<file path="src/rtl/satvt_pkg.sv">
// Shared types and constants of the satellite view table.
`timescale 1ns / 1ps
package satvt_pkg;

    localparam int TABLE_DEPTH = 64;
    localparam int USED_DEPTH  = 32;
    localparam int SYSTEMS     = 6;

    localparam int TAB_AW  = $clog2(TABLE_DEPTH);
    localparam int CNT_W   = $clog2(TABLE_DEPTH + 1);
    localparam int USED_AW = $clog2(USED_DEPTH);
    localparam int USED_CW = $clog2(USED_DEPTH + 1);

    localparam int QDEPTH = 2;
    localparam int QAW    = $clog2(QDEPTH);
    localparam int QCW    = $clog2(QDEPTH + 1);

    localparam int SYS_W  = 3;
    localparam int MSG_W  = 4;
    localparam int PRN_W  = 10;
    localparam int EL_W   = 8;
    localparam int AZ_W   = 10;
    localparam int SNR_W  = 8;
    localparam int OCNT_W = 7;

    localparam logic [OCNT_W-1:0] OCNT_MAX = '1;
    localparam logic [MSG_W-1:0]  MSG_FIRST = MSG_W'(1);

    typedef enum logic [1:0] {
        MODE_EPOCH  = 2'd0,
        MODE_RECORD = 2'd1,
        MODE_USED   = 2'd2,
        MODE_QUERY  = 2'd3
    } t_mode;

    typedef enum logic [2:0] {
        ST_UPDATED   = 3'd0,
        ST_INSERTED  = 3'd1,
        ST_DUPLICATE = 3'd2,
        ST_FULL      = 3'd3,
        ST_IGNORED   = 3'd4,
        ST_ANSWERED  = 3'd5
    } t_status;

    typedef enum logic [2:0] {
        S_IDLE,
        S_DISPATCH,
        S_PURGE,
        S_CHECK,
        S_SEARCH,
        S_QUERY,
        S_DONE
    } t_bstate;

    // Classified item as it travels from the front to the back.
    typedef struct packed {
        t_mode                    mode;
        logic [SYS_W-1:0]         sys;
        logic [PRN_W-1:0]         prn;
        logic signed [EL_W-1:0]   el;
        logic signed [AZ_W-1:0]   az;
        logic signed [SNR_W-1:0]  snr;
        logic                     known;
        logic                     msg_first;
        logic                     prn_zero;
    } t_item;

    // One table entry.
    typedef struct packed {
        logic [SYS_W-1:0]         sys;
        logic [PRN_W-1:0]         prn;
        logic signed [EL_W-1:0]   el;
        logic signed [AZ_W-1:0]   az;
        logic signed [SNR_W-1:0]  snr;
    } t_entry;

endpackage

</file>
<file path="src/rtl/satvt_front.sv">
// Input side: accept beats, classify them and queue them for the back end.
`timescale 1ns / 1ps
module satvt_front
    import satvt_pkg::*;
(
    input  logic                    i_clk,
    input  logic                    i_rst_n,
    input  logic                    i_valid,
    output logic                    o_stall,
    input  logic [1:0]              i_mode,
    input  logic [SYS_W-1:0]        i_constellation,
    input  logic [MSG_W-1:0]        i_msg_num,
    input  logic [PRN_W-1:0]        i_prn,
    input  logic signed [EL_W-1:0]  i_elevation,
    input  logic signed [AZ_W-1:0]  i_azimuth,
    input  logic signed [SNR_W-1:0] i_snr,
    output logic                    o_q_valid,
    output t_item                   o_q_item,
    input  logic                    i_q_take
);

    t_item          r_q [QDEPTH];
    logic [QAW-1:0] r_wp, r_rp;
    logic [QCW-1:0] r_cnt;
    logic           push, pop;
    t_item          cls;

    always_comb begin
        cls.mode      = t_mode'(i_mode);
        cls.sys       = i_constellation;
        cls.prn       = i_prn;
        cls.el        = i_elevation;
        cls.az        = i_azimuth;
        cls.snr       = i_snr;
        cls.known     = (32'(i_constellation) < SYSTEMS);
        cls.msg_first = (i_msg_num == MSG_FIRST);
        cls.prn_zero  = (i_prn == '0);
    end

    assign o_stall   = (r_cnt == QCW'(QDEPTH));
    assign push      = i_valid && !o_stall;
    assign o_q_valid = (r_cnt != '0);
    assign pop       = i_q_take && o_q_valid;
    assign o_q_item  = r_q[r_rp];

    always_ff @(posedge i_clk) begin
        if (!i_rst_n) begin
            r_wp  <= '0;
            r_rp  <= '0;
            r_cnt <= '0;
        end else begin
            if (push) r_wp <= r_wp + QAW'(1);
            if (pop)  r_rp <= r_rp + QAW'(1);
            r_cnt <= r_cnt + QCW'(push) - QCW'(pop);
        end
    end

    always_ff @(posedge i_clk) begin
        if (push) r_q[r_wp] <= cls;
    end

endmodule

</file>
<file path="src/rtl/satvt_back.sv">
// Back end: sequencer over the satellite table, used-PRN set and result register.
`timescale 1ns / 1ps
module satvt_back
    import satvt_pkg::*;
(
    input  logic                i_clk,
    input  logic                i_rst_n,
    input  logic                i_q_valid,
    input  t_item               i_q_item,
    output logic                o_q_take,
    output logic                o_valid,
    input  logic                i_stall,
    output logic [2:0]          o_status,
    output logic [OCNT_W-1:0]   o_view_count,
    output logic [OCNT_W-1:0]   o_used_count
);

    t_bstate             r_state, n_state;
    t_item               r_item, n_item;
    logic [CNT_W-1:0]    r_count, n_count;
    logic [USED_CW-1:0]  r_used_total, n_used_total;
    logic [SYSTEMS-1:0]  r_flags, n_flags;
    logic [CNT_W-1:0]    r_rd, n_rd;
    logic [CNT_W-1:0]    r_wr, n_wr;
    logic                r_pend, n_pend;
    logic [TAB_AW-1:0]   r_idx, n_idx;
    logic [OCNT_W-1:0]   r_view, n_view;
    logic [OCNT_W-1:0]   r_usedc, n_usedc;
    t_status             r_status, n_status;
    logic                r_out_valid, n_out_valid;
    t_status             r_out_status, n_out_status;
    logic [OCNT_W-1:0]   r_out_view, n_out_view;
    logic [OCNT_W-1:0]   r_out_used, n_out_used;

    t_entry              mem [TABLE_DEPTH];
    t_entry              r_rdata;
    logic                mem_we;
    logic [TAB_AW-1:0]   mem_wa;
    t_entry              mem_wd;

    logic [PRN_W-1:0]    r_used [USED_DEPTH];
    logic                used_we;

    logic [USED_DEPTH-1:0] dup_vec, qry_vec;
    logic [SYSTEMS-1:0]    sys_onehot;
    logic                  dup_hit, qry_hit, flag_hit;
    logic                  take, out_free, rd_more, scan_end, sel_sys, hit_match;
    logic                  tab_full, used_full;
    t_entry                upd_entry, new_entry;

    // Parallel membership test against the used set.
    always_comb begin
        for (int j = 0; j < USED_DEPTH; j++) begin
            dup_vec[j] = (USED_CW'(j) < r_used_total) && (r_used[j] == r_item.prn);
            qry_vec[j] = (USED_CW'(j) < r_used_total) && (r_used[j] == r_rdata.prn);
        end
        for (int s = 0; s < SYSTEMS; s++) begin
            sys_onehot[s] = (r_item.sys == SYS_W'(s));
        end
    end

    assign dup_hit   = |dup_vec;
    assign qry_hit   = |qry_vec;
    assign flag_hit  = |(r_flags & sys_onehot);
    assign take      = (r_state == S_IDLE) && i_q_valid;
    assign o_q_take  = take;
    assign out_free  = !r_out_valid || !i_stall;
    assign rd_more   = (r_rd < r_count);
    assign scan_end  = !r_pend && !rd_more;
    assign sel_sys   = (r_rdata.sys == r_item.sys);
    assign hit_match = r_pend && sel_sys && (r_rdata.prn == r_item.prn);
    assign tab_full  = (r_count >= CNT_W'(TABLE_DEPTH));
    assign used_full = (r_used_total >= USED_CW'(USED_DEPTH));

    always_comb begin
        upd_entry = r_rdata;
        if (r_item.snr > r_rdata.snr) upd_entry.snr = r_item.snr;
        if (r_item.el >= 0)           upd_entry.el  = r_item.el;
        if (r_item.az >= 0)           upd_entry.az  = r_item.az;
        new_entry.sys = r_item.sys;
        new_entry.prn = r_item.prn;
        new_entry.el  = r_item.el;
        new_entry.az  = r_item.az;
        new_entry.snr = r_item.snr;
    end

    // Next state.
    always_comb begin
        n_state = r_state;
        case (r_state)
            S_IDLE: begin
                if (take) n_state = S_DISPATCH;
            end
            S_DISPATCH: begin
                case (r_item.mode)
                    MODE_RECORD: begin
                        if (!r_item.known)                       n_state = S_DONE;
                        else if (r_item.msg_first && !flag_hit) n_state = S_PURGE;
                        else                                     n_state = S_CHECK;
                    end
                    MODE_QUERY: begin
                        n_state = r_item.known ? S_QUERY : S_DONE;
                    end
                    default: n_state = S_DONE;
                endcase
            end
            S_PURGE: begin
                if (scan_end) n_state = S_CHECK;
            end
            S_CHECK: begin
                n_state = (r_item.prn_zero || tab_full) ? S_DONE : S_SEARCH;
            end
            S_SEARCH: begin
                if (hit_match || scan_end) n_state = S_DONE;
            end
            S_QUERY: begin
                if (scan_end) n_state = S_DONE;
            end
            S_DONE: begin
                if (out_free) n_state = S_IDLE;
            end
            default: n_state = S_IDLE;
        endcase
    end

    // Datapath and outputs.
    always_comb begin
        n_item       = r_item;
        n_count      = r_count;
        n_used_total = r_used_total;
        n_flags      = r_flags;
        n_rd         = r_rd;
        n_wr         = r_wr;
        n_pend       = r_pend;
        n_idx        = r_idx;
        n_view       = r_view;
        n_usedc      = r_usedc;
        n_status     = r_status;
        n_out_valid  = r_out_valid;
        n_out_status = r_out_status;
        n_out_view   = r_out_view;
        n_out_used   = r_out_used;
        mem_we       = 1'b0;
        mem_wa       = r_idx;
        mem_wd       = r_rdata;
        used_we      = 1'b0;

        if (r_out_valid && !i_stall) n_out_valid = 1'b0;

        case (r_state)
            S_IDLE: begin
                if (take) n_item = i_q_item;
            end
            S_DISPATCH: begin
                n_rd     = '0;
                n_wr     = '0;
                n_pend   = 1'b0;
                n_view   = '0;
                n_usedc  = '0;
                n_status = ST_IGNORED;
                case (r_item.mode)
                    MODE_EPOCH: begin
                        n_used_total = '0;
                        n_flags      = '0;
                        n_status     = ST_UPDATED;
                    end
                    MODE_USED: begin
                        if (r_item.prn_zero)  n_status = ST_IGNORED;
                        else if (used_full)   n_status = ST_FULL;
                        else if (dup_hit)     n_status = ST_DUPLICATE;
                        else begin
                            used_we      = 1'b1;
                            n_used_total = r_used_total + USED_CW'(1);
                            n_status     = ST_INSERTED;
                        end
                    end
                    default: n_status = ST_IGNORED;
                endcase
            end
            S_PURGE: begin
                // Compact in place: keep entries of other constellations.
                if (rd_more) n_rd = r_rd + CNT_W'(1);
                n_pend = rd_more;
                if (r_pend && !sel_sys) begin
                    mem_we = 1'b1;
                    mem_wa = r_wr[TAB_AW-1:0];
                    mem_wd = r_rdata;
                    n_wr   = r_wr + CNT_W'(1);
                end
                if (scan_end) begin
                    n_count = r_wr;
                    n_flags = r_flags | sys_onehot;
                end
            end
            S_CHECK: begin
                n_rd     = '0;
                n_pend   = 1'b0;
                n_status = r_item.prn_zero ? ST_IGNORED : ST_FULL;
            end
            S_SEARCH: begin
                if (rd_more) begin
                    n_rd  = r_rd + CNT_W'(1);
                    n_idx = r_rd[TAB_AW-1:0];
                end
                n_pend = rd_more;
                if (hit_match) begin
                    mem_we   = 1'b1;
                    mem_wa   = r_idx;
                    mem_wd   = upd_entry;
                    n_status = ST_UPDATED;
                end else if (scan_end) begin
                    mem_we   = 1'b1;
                    mem_wa   = r_count[TAB_AW-1:0];
                    mem_wd   = new_entry;
                    n_count  = r_count + CNT_W'(1);
                    n_status = ST_INSERTED;
                end
            end
            S_QUERY: begin
                if (rd_more) n_rd = r_rd + CNT_W'(1);
                n_pend = rd_more;
                if (r_pend && sel_sys) begin
                    if (r_view != OCNT_MAX) n_view = r_view + OCNT_W'(1);
                    if (qry_hit && r_usedc != OCNT_MAX) n_usedc = r_usedc + OCNT_W'(1);
                end
                if (scan_end) n_status = ST_ANSWERED;
            end
            S_DONE: begin
                if (out_free) begin
                    n_out_valid  = 1'b1;
                    n_out_status = r_status;
                    n_out_view   = r_view;
                    n_out_used   = r_usedc;
                end
            end
            default: ;
        endcase
    end

    always_ff @(posedge i_clk) begin
        if (!i_rst_n) begin
            r_state      <= S_IDLE;
            r_count      <= '0;
            r_used_total <= '0;
            r_flags      <= '0;
            r_pend       <= 1'b0;
            r_out_valid  <= 1'b0;
        end else begin
            r_state      <= n_state;
            r_count      <= n_count;
            r_used_total <= n_used_total;
            r_flags      <= n_flags;
            r_pend       <= n_pend;
            r_out_valid  <= n_out_valid;
        end
    end

    always_ff @(posedge i_clk) begin
        r_item       <= n_item;
        r_rd         <= n_rd;
        r_wr         <= n_wr;
        r_idx        <= n_idx;
        r_view       <= n_view;
        r_usedc      <= n_usedc;
        r_status     <= n_status;
        r_out_status <= n_out_status;
        r_out_view   <= n_out_view;
        r_out_used   <= n_out_used;
    end

    // Table memory: one write and one registered read a cycle.
    always_ff @(posedge i_clk) begin
        if (mem_we) mem[mem_wa] <= mem_wd;
        r_rdata <= mem[r_rd[TAB_AW-1:0]];
    end

    always_ff @(posedge i_clk) begin
        if (used_we) r_used[r_used_total[USED_AW-1:0]] <= r_item.prn;
    end

    assign o_valid      = r_out_valid;
    assign o_status     = r_out_status;
    assign o_view_count = r_out_view;
    assign o_used_count = r_out_used;

endmodule

</file>
<file path="src/rtl/satellite_view_table.sv">
// Top level of the satellite view table: front queue, back sequencer, checks.
`timescale 1ns / 1ps
// Keeps up to 64 satellites in view, keyed by constellation and PRN, plus a
// duplicate-free set of up to 32 PRNs in use. Each input beat gives exactly
// one result beat, in order. The front takes beats into a two-entry queue and
// classifies them; the back runs one item at a time over the table memory,
// which has one read and one write port, so the table scans set the time:
// epoch and used-PRN items need no scan, a count query scans the table once,
// a satellite record scans it once when it searches for its entry and twice
// when it also purges its constellation first (a scan walks the filled
// entries, at most 64). The result register frees the back end as soon as a
// result is taken, and the queue keeps accepting while a result waits.
// Reset is synchronous and clears counts, flags and handshake state; table
// and used-set contents need no clearing since only filled entries are read.
module satellite_view_table
    import satvt_pkg::*;
(
    input  logic                    i_clk,
    input  logic                    i_rst_n,
    input  logic                    i_valid,
    output logic                    o_stall,
    input  logic [1:0]              i_mode,
    input  logic [SYS_W-1:0]        i_constellation,
    input  logic [MSG_W-1:0]        i_msg_num,
    input  logic [PRN_W-1:0]        i_prn,
    input  logic signed [EL_W-1:0]  i_elevation,
    input  logic signed [AZ_W-1:0]  i_azimuth,
    input  logic signed [SNR_W-1:0] i_snr,
    output logic                    o_valid,
    input  logic                    i_stall,
    output logic [2:0]              o_status,
    output logic [OCNT_W-1:0]       o_view_count,
    output logic [OCNT_W-1:0]       o_used_count
);

    logic  q_valid;
    t_item q_item;
    logic  q_take;

    // Front: accept and classify beats, hold them in the queue.
    satvt_front u_front (
        .i_clk           (i_clk),
        .i_rst_n         (i_rst_n),
        .i_valid         (i_valid),
        .o_stall         (o_stall),
        .i_mode          (i_mode),
        .i_constellation (i_constellation),
        .i_msg_num       (i_msg_num),
        .i_prn           (i_prn),
        .i_elevation     (i_elevation),
        .i_azimuth       (i_azimuth),
        .i_snr           (i_snr),
        .o_q_valid       (q_valid),
        .o_q_item        (q_item),
        .i_q_take        (q_take)
    );

    // Back: walk the table, update state, drive the result register.
    satvt_back u_back (
        .i_clk        (i_clk),
        .i_rst_n      (i_rst_n),
        .i_q_valid    (q_valid),
        .i_q_item     (q_item),
        .o_q_take     (q_take),
        .o_valid      (o_valid),
        .i_stall      (i_stall),
        .o_status     (o_status),
        .o_view_count (o_view_count),
        .o_used_count (o_used_count)
    );

    // Only an answered query carries counts.
    a_counts_zero: assert property (@(posedge i_clk) disable iff (!i_rst_n)
        (o_valid && o_status != ST_ANSWERED) |-> (o_view_count == '0 && o_used_count == '0))
        else $error("counts set on a non-query result");

    // In-use entries are a subset of in-view entries.
    a_used_le_view: assert property (@(posedge i_clk) disable iff (!i_rst_n)
        o_valid |-> (o_used_count <= o_view_count))
        else $error("used count above view count");

    // A query never reports more entries than the table holds.
    a_view_bound: assert property (@(posedge i_clk) disable iff (!i_rst_n)
        (o_valid && o_status == ST_ANSWERED) |-> (32'(o_view_count) <= TABLE_DEPTH))
        else $error("view count above table depth");

endmodule

</file>
<file path="config.mk">
export PLATFORM = sky130hd
export DESIGN_NAME = satellite_view_table
export DESIGN_NICKNAME = d
export VERILOG_FILES = /design/src/rtl/satvt_pkg.sv /design/src/rtl/satvt_front.sv /design/src/rtl/satvt_back.sv /design/src/rtl/satellite_view_table.sv
export SDC_FILE = /design/constraint.sdc
export NUM_CORES = 2
export LEC_CHECK = 0
export ABC_CLOCK_PERIOD_IN_PS = 13200
export BUFFER_PORTS_ARGS = -buffer_cell sky130_fd_sc_hd__buf_2
export CORE_MARGIN = 2
export CORE_UTILIZATION = 60
export CTS_BUF_LIST = sky130_fd_sc_hd__clkbuf_8 sky130_fd_sc_hd__clkbuf_16
export DETAILED_ROUTE_END_ITERATION = 7
export PLACE_DENSITY = 0.85
export SLEW_MARGIN = 20
export SYNTH_ARGS = -nofsm -noshare
export SYNTH_HDL_FRONTEND = slang
export SYNTH_SLANG_ARGS = --single-unit
</file>
<file path="constraint.sdc">
create_clock -name i_clk -period 13.2 [get_ports i_clk]
set_input_delay 1.32 -clock i_clk [delete_from_list [all_inputs] [get_ports i_clk]]
set_output_delay 1.32 -clock i_clk [all_outputs]
set_load 0.01 [all_outputs]
</file>
==> summary.md <==
| Metric | Value |
|---|---|
| Status | finished with violations |
| Failing checks | DRC |
| CP endpoint kind | register |
| Post-CTS Resized | 0 |
| Kind of start point of the critical path | register |
| CTS tree | built |
| Iteration count of the initial detailed-routing pass | 8 |
| Most instantiated library cell after synthesis | edfxtp_1 |
| Total negative slack | 0 ns |
| Post-route setup slack | 6.98 ns |
| Largest area contributor in the netlist | edfxtp_1 |
| Total Routing Usage GR | 32.2% |
| Crit Path Category | reg2reg |
| Post-synth EDFFs | 1260 |
| DRC errors left | 20 |
| Hold crit path type | reg2reg |
| Fillers | 5308 |
| Pwr Density | 225 mW/mm² |
| Root buf cell | clkbuf_16 |
| Max Slew Vio Count | 0 |
| Vias | 31719 |
| Initial antenna violation count | 4 |
| Final min period | 6.22 ns |
| CP arrival | 6.58 ns |
| Placeable Area | 0.0921 mm² |
| Net Count, Synth | 3247 |
| Initial core utilization | 60.8% |
| Die area | 0.0957 mm² |
| Dominant cells by area after synthesis | edfxtp_1, mux4_2, xnor2_1 |
| RR Startpoint | u_back.new_entry[32] |
| Pint | 9090 µW |
| H-tree Lvls | 4 |
| Grt ovf | 0 |
| Vias/cell | 6.88 |
| Antenna-violating nets left | 0 |
| Fin crit share | 47.1% |
| First-pass GRT wire length | 221000 µm |
| Leak pwr | 0.0193 µW |
| RSZ-0062 raised after global routing | no |
| Port-buffer cells | 41 |
| Primary FF master, synth | edfxtp_1 |
| Nets | 3330 |
| Yosys top cell area share | 67.6% |
| # hold bufs at CTS | 0 |
| Psw | 4860 µW |
| P&R area growth vs syn | 10.8% |
| Die width | 309 µm |
| Reg power frac | 39.5% |
| Share of cells above drive strength 1 | 20.4% |
| Number of global-route vias before repair | 32212 |
| Post-Syn Instances | 3180 |
| Floorplan row count | 111 |
| Yosys warnings | 0 |
| Setup Skew | 0.0446 ns |
| Largest net degree at the start of global routing | 117 |
| Seq cells post-synth | 1301 |
| Clk pwr share | 26.8% |
| Critical path origin | u_back.new_entry[32] |
| Starting DRT DRC Count | 4770 |
| Pre-CTS setup slack | 7.12 ns |
| # IOs | 68 |
| Data required, critical path | 13.56 ns |
| GP Congestion | 0.871 |
| Synth cell count leaders | edfxtp_1, xnor2_1, xor2_1 |
| Die height | 309 µm |
| Max cap viols | 0 |
| Final Hold Fails | 0 |
| Skew-Pair Late Insertion Delay | 0.77 ns |
| Post-CTS Setup Bufs | 0 |
| Relative slew slack | 13.5% |
| Sequential element share of the synthesized area | 69.1% |
| CTS Sinks | 1301 |
| Logic pwr share | 33.6% |
| Critical path fanouts, max | 49 |
| Synth Cell Area | 0.0559 mm² |
| Final std cell area, no fill | 0.0620 mm² |
| Mapped Avg Cell Area | 17.6 µm² |
| Peak supply drop | 0.244 mV |
| Tot Pwr | 14000 µW |
| Peak Freq | 0.161 GHz |
| Dpl cell area | 0.0576 mm² |
| Longest Clk Path Bufs | 3 |
| Switching Fraction | 34.8% |
| Final setup violation count | 0 |
| Netlist cell types | 64 |
| Dpl hpwl | 81400 µm |
| Drt total wl | 151000 µm |
| Ys async rst share | 0% |
| CTS clock-pin slew for the worst setup and hold paths | 0.06 ns |
| Routed len/inst | 32.8 µm |
| Slew @ Worst Pin | 1.29 ns |
| CTS Buf Count | 130 |
| Worst hold start | u_back.r_status[0] |
[layout make-up]
| cell class | instances | area [µm²] | share of cell area [%] |
|---|---|---|---|
| antenna | 2 | 5.00 | 0.00807 |
| clock buffer | 137 | 3370 | 5.44 |
| clock inverter | 98 | 898 | 1.45 |
| inverter | 23 | 86.3 | 0.139 |
| multi-input combinational | 1684 | 16600 | 26.7 |
| sequential | 1301 | 38700 | 62.4 |
| tap | 1243 | 1560 | 2.51 |
| timing repair buffer | 123 | 848 | 1.37 |
[worst paths after layout]
path | cells after the start | slack (ns) | to
worst max-delay path | 10 | 6.98 | u_back.r_used[13][6]
worst min-delay path | 0 | 0.45 | u_back.o_status[0]
worst max register to register | 10 | 6.98 | u_back.r_used[13][6]
worst min register to register | 0 | 0.45 | u_back.o_status[0]
[cell usage in the layout (no fill, tap or decap), drive strengths merged, types with 28 or more instances in the layout]
cell type,n
clkbuf,137
nand2,71
mux2,29
mux4,274
nand3,43
nor2,160
nand4,93
nor4,94
nor3,28
a21oi,44
buf,123
clkinv,37
inv,68
edfxtp,1260
xor2,279
xnor2,398
dfxtp,41
[worst max-delay path, stage by stage, from the launching register on]
cell       delay (ns)
edfxtp_1         0.98
buf_4            0.78
xnor2_1          0.16
nand2_1          0.11
nor4_1           0.06
a2111oi_0        0.84
nand4_1          0.28
nor3_1           0.77
and3_1           0.52
nand2_1          0.41
nor2_1           0.90
[metrics by stage]
stage               cells  util [%]  hold WS (ns)
floorplan            3180         -         0.400
global placement     4373      62.5         0.444
detailed placement   4373      62.6         0.439
CTS                  4608      67.2         0.450
global route         4609      67.3         0.467
finish               4611      67.3         0.453
[kinds of logic after synthesis]
group	after synthesis	synth area share [%]
buffers and inverters	195	1.56
flip-flops	1301	69.1
XOR/XNOR	677	10.6
adder cells (fa/ha/maj)	18	0.403
multiplexers	305	11.7
AND/OR/NAND/NOR	546	4.98
AO/OA/AOI/OAI	138	1.70
[flip-flops by register name, indices dropped and copies added, names as in the netlist, 5 cells and up]
| name | count |
|---|---|
| u_back.o_used_count | 7 |
| u_back.r_idx | 6 |
| u_back.r_item | 5 |
| u_back.r_wr | 7 |
| u_back.r_flags | 6 |
| u_back.r_used_total | 6 |
| u_back.r_rdata | 13 |
| u_back.r_view | 7 |
| u_back.r_usedc | 7 |
| u_front.r_q | 36 |
| u_back.new_entry | 13 |
| u_back.o_view_count | 7 |
| u_back.r_used | 320 |
| u_back.r_count | 7 |
| u_back.r_rd | 7 |
| u_back.mem | 832 |
[power by group through the flow]
stage | Combinational (µW) | Sequential (µW) | Clock, µW
final | 4690 | 5520 | 3750
after detailed placement | 4470 | 5580 | 0
after global placement | 4240 | 5570 | 0
after floorplan | 2990 | 5540 | 0
after global routing | 4860 | 5520 | 3890
after CTS | 4610 | 5510 | 3760
[per-layer routing]
layer / vias to the layer above / GRT usage, % / wire (µm)
li1: 12533 / - / -
met4: 4 / 17.9 / 9490
met5: - / 0 / 31
met2: 2614 / 52.9 / 74800
met3: 611 / 7.23 / 15800
met1: 15957 / 39.9 / 51100
Power figures use the tool's default switching activity.
